**config.mk**
```make
export PLATFORM = sky130hd
export DESIGN_NAME = battery_charge_gauge
export DESIGN_NICKNAME = d
export VERILOG_FILES = /design/src/bcg_pkg.sv /design/src/battery_charge_gauge.sv
export SDC_FILE = /design/constraint.sdc
export NUM_CORES = 1
export LEC_CHECK = 0
export ABC_AREA = 1
export ABC_CLOCK_PERIOD_IN_PS = 16000
export BUFFER_PORTS_ARGS = -buffer_cell sky130_fd_sc_hd__buf_2
export CAP_MARGIN = 20
export CORE_MARGIN = 2
export CORE_UTILIZATION = 55
export DETAILED_ROUTE_END_ITERATION = 10
export PLACE_DENSITY_LB_ADDON = 0.15
export SYNTH_ARGS = -nofsm -noshare
export SYNTH_HDL_FRONTEND = slang
export SYNTH_SLANG_ARGS = --single-unit
```
**constraint.sdc**
```tcl
create_clock -name aclk -period 16 [get_ports aclk]
set_clock_uncertainty 0.15 [all_clocks]
set_input_delay 1.6 -clock aclk [delete_from_list [all_inputs] [get_ports aclk]]
set_output_delay 1.6 -clock aclk [all_outputs]
set_load 0.02 [all_outputs]
```
**src/bcg_pkg.sv**
```systemverilog
`timescale 1ns / 1ps
`default_nettype none
// ----------------------------------------------------------------------------
// Battery charge gauge package
// Status codes, register indexes, result type and the voltage-to-percent
// lookup tables shared by the gauge logic.
// ----------------------------------------------------------------------------
package bcg_pkg;

    localparam int SAMPLES_PER_UPDATE_DEF = 6;

    localparam int MV_W     = 16;
    localparam int PCT_W    = 7;
    localparam int STATUS_W = 3;
    localparam int CFG_IDX_W = 3;

    // Charge status codes.
    localparam logic [STATUS_W-1:0] ST_UNKNOWN      = 3'd0;
    localparam logic [STATUS_W-1:0] ST_CHARGING     = 3'd1;
    localparam logic [STATUS_W-1:0] ST_DISCHARGING  = 3'd2;
    localparam logic [STATUS_W-1:0] ST_NOT_CHARGING = 3'd3;
    localparam logic [STATUS_W-1:0] ST_FULL         = 3'd4;

    // Configuration register indexes.
    localparam logic [CFG_IDX_W-1:0] CFG_OFFSET_DIS   = 3'd0;
    localparam logic [CFG_IDX_W-1:0] CFG_OFFSET_ADP   = 3'd1;
    localparam logic [CFG_IDX_W-1:0] CFG_OFFSET_USB   = 3'd2;
    localparam logic [CFG_IDX_W-1:0] CFG_ADC_DISABLED = 3'd3;
    localparam logic [CFG_IDX_W-1:0] CFG_ADAPTER_WIRED = 3'd4;
    localparam logic [CFG_IDX_W-1:0] CFG_USB_WIRED    = 3'd5;

    // A full charge is reported at or above this percent.
    localparam logic [PCT_W-1:0] FULL_PCT = 7'd99;

    typedef struct packed {
        logic [STATUS_W-1:0] status;
        logic [PCT_W-1:0]    percent;
        logic [MV_W-1:0]     voltage_mv;
        logic                adapter_online;
        logic                usb_online;
        logic                percent_changed;
    } result_t;

    // Outcome of a status derivation: the online latches and the status.
    typedef struct packed {
        logic                adapter_online;
        logic                usb_online;
        logic [STATUS_W-1:0] status;
    } derive_t;

    localparam int CHG_ROWS = 38;
    localparam int DIS_ROWS = 39;

    localparam logic [11:0] CHG_MV [0:CHG_ROWS-1] = '{
        12'd4050, 12'd4040, 12'd4020, 12'd4010, 12'd3990, 12'd3980, 12'd3970,
        12'd3960, 12'd3950, 12'd3940, 12'd3930, 12'd3920, 12'd3910, 12'd3900,
        12'd3890, 12'd3860, 12'd3830, 12'd3780, 12'd3760, 12'd3740, 12'd3720,
        12'd3700, 12'd3680, 12'd3660, 12'd3640, 12'd3620, 12'd3600, 12'd3580,
        12'd3560, 12'd3540, 12'd3520, 12'd3500, 12'd3480, 12'd3460, 12'd3440,
        12'd3430, 12'd3420, 12'd3020
    };

    localparam logic [PCT_W-1:0] CHG_PCT [0:CHG_ROWS-1] = '{
        7'd99, 7'd98, 7'd97, 7'd96, 7'd95, 7'd94, 7'd93,
        7'd92, 7'd91, 7'd90, 7'd85, 7'd81, 7'd77, 7'd73,
        7'd70, 7'd65, 7'd60, 7'd55, 7'd50, 7'd45, 7'd40,
        7'd35, 7'd30, 7'd25, 7'd20, 7'd17, 7'd14, 7'd13,
        7'd12, 7'd11, 7'd10, 7'd9, 7'd8, 7'd7, 7'd6,
        7'd5, 7'd4, 7'd0
    };

    localparam logic [11:0] DIS_MV [0:DIS_ROWS-1] = '{
        12'd4050, 12'd4035, 12'd4020, 12'd4010, 12'd4000, 12'd3990, 12'd3980,
        12'd3970, 12'd3960, 12'd3950, 12'd3940, 12'd3930, 12'd3920, 12'd3910,
        12'd3900, 12'd3890, 12'd3860, 12'd3830, 12'd3780, 12'd3760, 12'd3740,
        12'd3720, 12'd3700, 12'd3680, 12'd3660, 12'd3640, 12'd3620, 12'd3600,
        12'd3580, 12'd3560, 12'd3540, 12'd3520, 12'd3500, 12'd3480, 12'd3460,
        12'd3440, 12'd3430, 12'd3420, 12'd3020
    };

    localparam logic [PCT_W-1:0] DIS_PCT [0:DIS_ROWS-1] = '{
        7'd100, 7'd99, 7'd98, 7'd97, 7'd96, 7'd96, 7'd95,
        7'd92, 7'd91, 7'd90, 7'd88, 7'd86, 7'd84, 7'd82,
        7'd80, 7'd74, 7'd69, 7'd64, 7'd59, 7'd54, 7'd49,
        7'd44, 7'd39, 7'd34, 7'd29, 7'd24, 7'd19, 7'd14,
        7'd13, 7'd12, 7'd11, 7'd10, 7'd9, 7'd8, 7'd7,
        7'd6, 7'd5, 7'd4, 7'd0
    };

    // The first row whose voltage does not exceed mv wins; scanning from the
    // bottom lets earlier rows override later ones.
    function automatic logic [PCT_W-1:0] chg_lookup(input logic [MV_W-1:0] mv);
        logic [PCT_W-1:0] pct;
        pct = '0;
        for (int i = CHG_ROWS - 1; i >= 0; i--) begin
            if (mv >= {4'd0, CHG_MV[i]}) begin
                pct = CHG_PCT[i];
            end
        end
        return pct;
    endfunction

    function automatic logic [PCT_W-1:0] dis_lookup(input logic [MV_W-1:0] mv);
        logic [PCT_W-1:0] pct;
        pct = '0;
        for (int i = DIS_ROWS - 1; i >= 0; i--) begin
            if (mv >= {4'd0, DIS_MV[i]}) begin
                pct = DIS_PCT[i];
            end
        end
        return pct;
    endfunction

endpackage
`default_nettype wire

```
**src/battery_charge_gauge.sv**
```systemverilog
`timescale 1ns / 1ps
`default_nettype none
// ----------------------------------------------------------------------------
// Battery charge gauge
// Tracks charger presence from the active-low pins, accumulates offset
// corrected voltage samples and derives charge status and capacity percent.
// ----------------------------------------------------------------------------
//  Channel   Ports                    Handshake
//  input     s_valid / s_ready, s_*   transaction when valid and ready are high
//  result    m_valid / m_ready, m_*   transaction when valid and ready are high
//  config    cfg_wr_en, cfg_index     write at the edge where cfg_wr_en is high
//
//  One input is taken per cycle while s_ready is high; its result is registered.
//  All work for an item sits between the state registers and a two-entry
//  result buffer, so input is taken while one result waits on m_ready.
//  s_ready drops only when both result entries are held.
//  Synchronous active-low reset returns state and configuration to defaults.
// ----------------------------------------------------------------------------
module battery_charge_gauge
    import bcg_pkg::*;
#(
    parameter int SAMPLES_PER_UPDATE = SAMPLES_PER_UPDATE_DEF
) (
    input  wire                  aclk,
    input  wire                  aresetn,

    input  wire                  cfg_wr_en,
    input  wire [CFG_IDX_W-1:0]  cfg_index,
    input  wire [MV_W-1:0]       cfg_wdata,

    input  wire                  s_valid,
    output logic                 s_ready,
    input  wire                  s_kind,
    input  wire                  s_adapter_ok_level,
    input  wire                  s_usb_ok_level,
    input  wire                  s_charge_level,
    input  wire [MV_W-1:0]       s_sample_mv,

    output logic                 m_valid,
    input  wire                  m_ready,
    output logic [STATUS_W-1:0]  m_status,
    output logic [PCT_W-1:0]     m_percent,
    output logic [MV_W-1:0]      m_voltage_mv,
    output logic                 m_adapter_online,
    output logic                 m_usb_online,
    output logic                 m_percent_changed
);

    localparam int CNT_W = $clog2(SAMPLES_PER_UPDATE + 1);
    localparam int SUM_W = MV_W + $clog2(SAMPLES_PER_UPDATE + 1);

    // Division of the sum by the sample count uses a rounded-up reciprocal;
    // with this shift the quotient is exact for every sum of SUM_W bits.
    localparam int DIV_SHIFT = SUM_W + $clog2(SAMPLES_PER_UPDATE);
    localparam int RECIP_W   = DIV_SHIFT + 1;
    localparam longint unsigned RECIP_FULL =
        ((64'd1 << DIV_SHIFT) + SAMPLES_PER_UPDATE - 1) / SAMPLES_PER_UPDATE;
    localparam int PROD_W    = SUM_W + RECIP_W;
    localparam logic [CNT_W-1:0] CNT_LAST = CNT_W'(SAMPLES_PER_UPDATE);

    // Configuration registers.
    logic [MV_W-1:0] offset_dis_reg;
    logic [MV_W-1:0] offset_adp_reg;
    logic [MV_W-1:0] offset_usb_reg;
    logic            adc_disabled_reg;
    logic            adapter_wired_reg;
    logic            usb_wired_reg;

    // Gauge state.
    logic                adapter_present_reg, adapter_present_next;
    logic                usb_present_reg, usb_present_next;
    logic                charge_pin_reg, charge_pin_next;
    logic                adapter_online_reg, adapter_online_next;
    logic                usb_online_reg, usb_online_next;
    logic [STATUS_W-1:0] status_reg, status_next;
    logic [PCT_W-1:0]    percent_reg, percent_next;
    logic [SUM_W-1:0]    sum_reg, sum_next;
    logic [CNT_W-1:0]    cnt_reg, cnt_next;
    logic [MV_W-1:0]     voltage_reg, voltage_next;

    // Result buffer.
    result_t     slot0_reg, slot0_next;
    result_t     slot1_reg, slot1_next;
    logic [1:0]  count_reg, count_next;

    logic             push, pop;
    logic             pin_adapter, pin_usb, moved;
    logic             der_adapter, der_usb, der_charge;
    derive_t          derived;
    logic             do_derive;
    logic [MV_W-1:0]  offset_sel;
    logic [MV_W-1:0]  corrected;
    logic [SUM_W-1:0] sum_acc;
    logic [CNT_W-1:0] cnt_inc;
    logic             update;
    logic [PROD_W-1:0] product;
    logic [MV_W-1:0]  average;
    logic [PCT_W-1:0] table_pct;
    logic             changed;
    result_t          result;

    assign push = s_valid && s_ready;
    assign pop  = m_valid && m_ready;

    assign s_ready = (count_reg != 2'd2);
    assign m_valid = (count_reg != 2'd0);

    // Pin decoding.
    assign pin_adapter = adapter_wired_reg && !s_adapter_ok_level;
    assign pin_usb     = usb_wired_reg && !s_usb_ok_level;
    assign moved = (pin_adapter != adapter_present_reg) || (pin_usb != usb_present_reg);

    // Sample path.
    always_comb begin
        if (!adapter_online_reg && !usb_online_reg) begin
            offset_sel = offset_dis_reg;
        end else if (usb_online_reg) begin
            offset_sel = offset_usb_reg;
        end else begin
            offset_sel = offset_adp_reg;
        end
    end

    assign corrected = (s_sample_mv > offset_sel) ? (s_sample_mv - offset_sel) : '0;
    assign sum_acc   = adc_disabled_reg ? sum_reg : (sum_reg + SUM_W'(corrected));
    assign cnt_inc   = cnt_reg + 1'b1;
    assign update    = s_kind && (cnt_inc == CNT_LAST);

    // One derivation unit serves both the pin and the sample path; a pin item
    // derives with the new levels, a sample item with the stored ones.
    assign der_adapter = s_kind ? adapter_present_reg : pin_adapter;
    assign der_usb     = s_kind ? usb_present_reg : pin_usb;
    assign der_charge  = s_kind ? charge_pin_reg : s_charge_level;
    assign do_derive   = s_kind ? update : moved;

    always_comb begin
        derived.adapter_online = adapter_online_reg;
        derived.usb_online     = usb_online_reg;
        derived.status         = status_reg;
        // A set latch is kept while the other charger is still present.
        if (der_adapter) begin
            derived.adapter_online = 1'b1;
        end else if (der_usb) begin
            derived.usb_online = 1'b1;
        end else begin
            derived.adapter_online = 1'b0;
            derived.usb_online     = 1'b0;
        end
        if (!derived.adapter_online && !derived.usb_online) begin
            derived.status = ST_DISCHARGING;
        end else if (!der_charge) begin
            derived.status = ST_CHARGING;
        end else if (der_adapter || der_usb) begin
            if (adc_disabled_reg || percent_reg >= FULL_PCT) begin
                derived.status = ST_FULL;
            end else begin
                derived.status = ST_NOT_CHARGING;
            end
        end
    end

    assign product   = PROD_W'(sum_acc) * PROD_W'(RECIP_W'(RECIP_FULL));
    assign average   = product[DIV_SHIFT +: MV_W];
    assign table_pct = (derived.status == ST_DISCHARGING) ? dis_lookup(average)
                                                          : chg_lookup(average);

    always_comb begin
        adapter_present_next = adapter_present_reg;
        usb_present_next     = usb_present_reg;
        charge_pin_next      = charge_pin_reg;
        adapter_online_next  = adapter_online_reg;
        usb_online_next      = usb_online_reg;
        status_next          = status_reg;
        percent_next         = percent_reg;
        sum_next             = sum_reg;
        cnt_next             = cnt_reg;
        voltage_next         = voltage_reg;
        changed              = 1'b0;
        if (push) begin
            if (do_derive) begin
                adapter_online_next = derived.adapter_online;
                usb_online_next     = derived.usb_online;
                status_next         = derived.status;
            end
            if (!s_kind) begin
                adapter_present_next = pin_adapter;
                usb_present_next     = pin_usb;
                charge_pin_next      = s_charge_level;
            end else if (update) begin
                if (!adc_disabled_reg) begin
                    voltage_next = average;
                    percent_next = table_pct;
                    changed      = (table_pct != percent_reg);
                end
                sum_next = '0;
                cnt_next = '0;
            end else begin
                sum_next = sum_acc;
                cnt_next = cnt_inc;
            end
        end
    end

    always_comb begin
        result.status          = status_next;
        result.percent         = percent_next;
        result.voltage_mv      = voltage_next;
        result.adapter_online  = adapter_online_next;
        result.usb_online      = usb_online_next;
        result.percent_changed = changed;
    end

    // Two-entry result buffer: slot0 drives the outputs.
    always_comb begin
        slot0_next = slot0_reg;
        slot1_next = slot1_reg;
        count_next = count_reg;
        if (pop && !push) begin
            slot0_next = slot1_reg;
            count_next = count_reg - 2'd1;
        end else if (push && !pop) begin
            if (count_reg == 2'd0) begin
                slot0_next = result;
            end else begin
                slot1_next = result;
            end
            count_next = count_reg + 2'd1;
        end else if (push && pop) begin
            if (count_reg == 2'd1) begin
                slot0_next = result;
            end else begin
                slot0_next = slot1_reg;
                slot1_next = result;
            end
        end
    end

    assign m_status          = slot0_reg.status;
    assign m_percent         = slot0_reg.percent;
    assign m_voltage_mv      = slot0_reg.voltage_mv;
    assign m_adapter_online  = slot0_reg.adapter_online;
    assign m_usb_online      = slot0_reg.usb_online;
    assign m_percent_changed = slot0_reg.percent_changed;

    always_ff @(posedge aclk) begin
        if (!aresetn) begin
            offset_dis_reg    <= '0;
            offset_adp_reg    <= '0;
            offset_usb_reg    <= '0;
            adc_disabled_reg  <= 1'b0;
            adapter_wired_reg <= 1'b1;
            usb_wired_reg     <= 1'b1;
        end else if (cfg_wr_en) begin
            case (cfg_index)
                CFG_OFFSET_DIS:    offset_dis_reg    <= cfg_wdata;
                CFG_OFFSET_ADP:    offset_adp_reg    <= cfg_wdata;
                CFG_OFFSET_USB:    offset_usb_reg    <= cfg_wdata;
                CFG_ADC_DISABLED:  adc_disabled_reg  <= cfg_wdata[0];
                CFG_ADAPTER_WIRED: adapter_wired_reg <= cfg_wdata[0];
                CFG_USB_WIRED:     usb_wired_reg     <= cfg_wdata[0];
                default: begin
                end
            endcase
        end
    end

    always_ff @(posedge aclk) begin
        if (!aresetn) begin
            adapter_present_reg <= 1'b0;
            usb_present_reg     <= 1'b0;
            charge_pin_reg      <= 1'b1;
            adapter_online_reg  <= 1'b0;
            usb_online_reg      <= 1'b0;
            status_reg          <= ST_UNKNOWN;
            percent_reg         <= '0;
            sum_reg             <= '0;
            cnt_reg             <= '0;
            voltage_reg         <= '0;
            count_reg           <= 2'd0;
        end else begin
            adapter_present_reg <= adapter_present_next;
            usb_present_reg     <= usb_present_next;
            charge_pin_reg      <= charge_pin_next;
            adapter_online_reg  <= adapter_online_next;
            usb_online_reg      <= usb_online_next;
            status_reg          <= status_next;
            percent_reg         <= percent_next;
            sum_reg             <= sum_next;
            cnt_reg             <= cnt_next;
            voltage_reg         <= voltage_next;
            count_reg           <= count_next;
        end
    end

    always_ff @(posedge aclk) begin
        slot0_reg <= slot0_next;
        slot1_reg <= slot1_next;
    end

    a_count_range: assert property (@(posedge aclk) disable iff (!aresetn)
        count_reg != 2'd3)
        else $error("result buffer count out of range");

    a_cnt_below_limit: assert property (@(posedge aclk) disable iff (!aresetn)
        cnt_reg < CNT_LAST)
        else $error("sample counter reached the update count");

    a_pin_keeps_count: assert property (@(posedge aclk) disable iff (!aresetn)
        (push && !s_kind) |=> ($stable(cnt_reg) && $stable(sum_reg)))
        else $error("pin transaction disturbed the sample accumulator");

    a_pin_no_change: assert property (@(posedge aclk) disable iff (!aresetn)
        (push && !s_kind) |=> $stable(percent_reg))
        else $error("pin transaction changed the capacity percent");

    a_update_clears: assert property (@(posedge aclk) disable iff (!aresetn)
        (push && update) |=> (cnt_reg == '0 && sum_reg == '0))
        else $error("accumulator not cleared after an update");

endmodule
`default_nettype wire
```
Word-level counts from Yosys, hierarchy flattened
Cells that the tools add are included.

word-level totals
  register bits = 164
  word-level logic and storage cells = 240

operators by class
  add/subtract/negate cells = 5
  multiply operators = 1
  $lt $le $gt $ge = 41
  eq/ne operators = 15
  mux-type cells = 112
  bitwise gates (word level) = 1
  reductions and logical operators = 36

operators with widths
  kind                      count
  $ge A16 B12 Y1 const B    39
  $mux W7                   68
  $mux W29                  9
  $mux W16                  7
  $mul A19 B20 Y38 const B  1
  $mux W19                  2
  $mux W3                   8
  $add A19 B16 Y19          1
  $gt A16 B16 Y1            1
  $mux W1                   16
  $reduce_and A2 Y1         8
  $sub A16 B16 Y16          1
  $logic_and A1 B1 Y1       10
  $eq A3 B2 Y1 const B      3
  $eq A3 B3 Y1 const B      3
  $logic_not A1 Y1          8
  $ge A7 B7 Y1 const B      1
  $ne A7 B7 Y1              1
  $ne A2 B2 Y1 const B      3
  $reduce_bool A2 Y1        3
  $mux W2                   2
  $reduce_and A4 Y1         1
  $add A3 B1 Y3 const B     1
  $eq A3 B1 Y1 const B      1
  10 further kinds          13

Logic depth before layout (Yosys ltp)
  depth after elaboration = 57
  depth in mapped cells = 115

Worst setup path after synthesis
No wires, ideal clock.

  path kind = input to register
  start = in s_sample_mv[0]
  end = reg slot0_reg, in the netlist m_percent_changed, data pin
  library setup time = 0.253 ns
  arrival time = 13.148 ns
  data required time = 15.597 ns
  setup slack = 2.449 ns
  cell stages on the path = 106
  cell sequence = inv_1 -> ha_1 -> fa_1 -> o31ai_1 -> inv_1 -> nor2_1 -> o21ai_0 -> nand2_1 -> nand2_1 -> nand2_1 -> a21oi_1 -> nor2_1 -> nor2_1 -> o21bai_1 -> nand2_1 -> nand2_1 -> a21oi_1 -> o221ai_1 -> [70 not listed] -> nand2_1 -> nand2_1 -> nand2_1 -> nand2_1 -> nand2_1 -> nand2_1 -> nand2_1 -> nand2_1 -> nand2_1 -> nand2_1 -> nand2_1 -> nand2_1 -> nand2_2 -> nand2_2 -> nand2_1 -> nand3_1 -> nand3_1 -> nand2_1

RTL lines
  what                    line                         source
  start: declaration      battery_charge_gauge.sv:37   input wire [MV_W-1:0] s_sample_mv,
  end signal: assignment  battery_charge_gauge.sv:296  slot0_reg <= slot0_next;
  end: declaration        battery_charge_gauge.sv:82   result_t slot0_reg, slot0_next;

==> impl_metrics.yaml <==
floorplanning:
  die_h_um: 174
  num_rows: 62
  pin_count: 75
  initial_core_util_pct: 55.7
  core-area_um2: 28500
  dieWidth_um: 174
  die_area_um2: 30300
worst_setup_path:
  worst_setup_path_start_kind: "primary input"
  cp_slowest_cell: "fa_1"
  max_stage_delay_ns: 0.55
  worstPathArrival_ns: 14.49
  cp_data_required_time_ns: 16.04
  crit_type: "primary input to register"
  crit_fanout: 9
  cp-end-kind: "register"
  r2r_setup_slack_ns: 1.67
  crit_buf_inv: 15
  cpLargestDelayFamily: "simple AND/OR/NAND/NOR gates"
  crit_top_cell: "nand2_1"
clocking:
  post_cts_buffers: 0
  clockRootBuffer: "clkbuf_16"
  clockBufferDepth: 2
  cts_buffers: 17
  tritoncts: "built"
  insertion_delay_ns: 0.43
  cts_max_level: 4
  clk_pin_slew_ns: 0.08
  cts_sinks: 164
timing:
  fin_tns_setup_ns: 0
  slew_viol_final: 0
  rsz0062_at_grt: "no"
  maxSlewHeadroom_pct: 32.0
  fin_crit_ns: 14.45
  finalCritPeriodShare_pct: 90.3
  whs_ns: 0.317
  setup_viol: 0
  max_slew.worst_pin.slew_ns: 1.01
  finalHoldViolCount: 0
  fmax_mhz: 69.2
yosys:
  synth-edff-count: 58
  syn_area_per_cell_um2: 7.35
  async_flop_share_pct: 0
  yosysWarningCount: 0
  synthFlopType: "dfxtp_1"
  ys_seq_area_share_pct: 24.3
  syn_area_um2: 15900
  syn_inst: 2163
  synth.distinct_cells: 62
  ys_seq_elements: 164
  synthesis.nets: 2478
detailed_routing:
  wire_per_inst_um: 15.4
  drtIter0Drc: 868
  drc: 0
  num_vias: 14000
  viasPerCell: 5.32
  drt_pass1_iterations: 7
  drt-total-wl_um: 40400
  ant_nets: 0
final_layout:
  diodes: 0
  stdcell_area_um2: 17300
  nets: 2542
  largest_reg_flops: 29
  syn2layout_area_growth_pct: 9.13
  drive_above_1_share_pct: 10.7
global_routing:
  grt-ovfl-total: 0
  grt_first_pass_wirelength_um: 66700
  antenna_found_initial: 0
  top_usage_layer: "met2"
  grt_pass1_vias: 13700
  grtUsageMet1_pct: 36.3
  grt_util_met2_pct: 46.5
  gr-usage-met3_pct: 3.65
  grt_max_degree: 57
  globalRouteTotalUtil_pct: 27.2
place:
  portBuffers: 74
  routabilityCongestion: 0.979
  hpwl_um: 32300
  place_area_um2: 16700
hold_path:
  min_path_type: "register to register"
run_status:
  outcome: "complete, no violations"
run:
  maxCapViolations: 0
==> synth_stat cells, types with 4 or more instances <==
cell type  number  share of area [%]
o22ai_1         4               0.16
o21bai_1       10               0.47
o21a_1          7               0.33
fa_1          101                 13
o31ai_1         6               0.28
clkbuf_1       36               0.85
nor2_2         13               0.51
ha_1          170                 13
o21ai_0       135                4.3
inv_2          18               0.43
a21boi_1        5               0.24
nand4_1        10               0.39
clkinv_1        4              0.094
o221ai_1       15               0.83
dfxtp_1       106                 13
a21o_1          5               0.24
nor2_4          8               0.57
inv_1         396                9.4
edfxtp_1       58                 11
nor4_1          4               0.16
nand3_2         4               0.25
nand3_1        56                1.8
nand2_2        30                1.2
buf_2           4               0.13
nand3b_1        4               0.19
a21oi_1       141                4.4
nand2_1       401                9.5
nor2_1        289                6.8
xor2_1         18               0.99
or2_2           7               0.28
xnor2_1        10               0.55
o21ai_1        18               0.57
a21oi_2         4               0.22
nor3_1         15               0.47
a31oi_1         8               0.31
nand2_4         6               0.43
==> cell type report <==
cell class              count  area (µm²)
fillers                  2735       11200
repair buffers             88         488
flip-flops and latches    164        3860
well taps                 384         480
clock buffers              18         450
multi-input cells        1534       10300
clock inverters            14         131
inverters                 422        1600
==> stage by stage <==
stage	worst slack, ns	util [%]	cells
floorplan	2.45	-	2163
global placement	1.18	58.5	2591
detailed placement	1.00	58.5	2591
CTS	1.40	60.5	2623
global route	0.0415	60.7	2624
finish	1.55	60.7	2624
==> cells in the final DEF, fill, tap and decap left out, types with 10 or more instances in the layout <==
| cell type | netlist | layout |
|---|---|---|
| nor2_1 | 289 | 288 |
| a21oi_1 | 141 | 136 |
| buf_4 | 1 | 13 |
| inv_2 | 18 | 18 |
| nor3_1 | 15 | 13 |
| nand2_1 | 401 | 400 |
| nand4_1 | 10 | 10 |
| xnor2_1 | 10 | 10 |
| clkbuf_16 | 0 | 18 |
| dfxtp_1 | 106 | 106 |
| inv_1 | 396 | 396 |
| nor2_2 | 13 | 13 |
| o21bai_1 | 10 | 10 |
| nand3_1 | 56 | 55 |
| buf_2 | 4 | 74 |
| xor2_1 | 18 | 18 |
| ha_1 | 170 | 170 |
| o21ai_0 | 135 | 134 |
| nand2_2 | 30 | 31 |
| edfxtp_1 | 58 | 58 |
| o21ai_1 | 18 | 18 |
| o221ai_1 | 15 | 14 |
| fa_1 | 101 | 101 |
==> what timing repair did <==
item	4_1_cts	5_1_grt
setup endpoints to repair	0	5
hold buffers	0	0
gates resized for setup	0	10
==> logic make-up after synthesis <==
group,count (synthesis),synth area share (%)
AO/OA/AOI/OAI,374,13.4
XOR/XNOR,28,1.54
adder cells (fa/ha/maj),271,26.1
buffers and inverters,465,11.2
flip-flops,164,24.3
multiplexers,1,0.0630
AND/OR/NAND/NOR,860,23.4
==> worst register-to-register path, delay by kind of cell, from the launching register on <==
family / cells / cell delay [ns]
flip-flops: 1 / 0.31
AND/OR/NAND/NOR: 66 / 4.93
AO/OA/AOI/OAI: 18 / 2.78
adder cells (fa/ha/maj): 10 / 4.29
buffers and inverters: 16 / 1.59
==> metal layers <==
metal	vias up	share of wire, %
met1	6562	45
met2	343	48
li1	6999	-
met4	0	2.2
met3	68	4.4
met5	-	0
==> path summary, 6_finish.rpt <==
kind | endpoint | start | cells after the start
min | offset_adp_reg[1] | offset_adp_reg[1] | 2
max | m_percent_changed | s_sample_mv[0] | 107
max reg2reg | m_percent_changed | usb_online_reg | 110
min reg2reg | offset_adp_reg[1] | offset_adp_reg[1] | 2
Power is left out: the tool's default activity adds up to more than one toggle a clock period on the data nets, which glitch-free logic cannot reach.
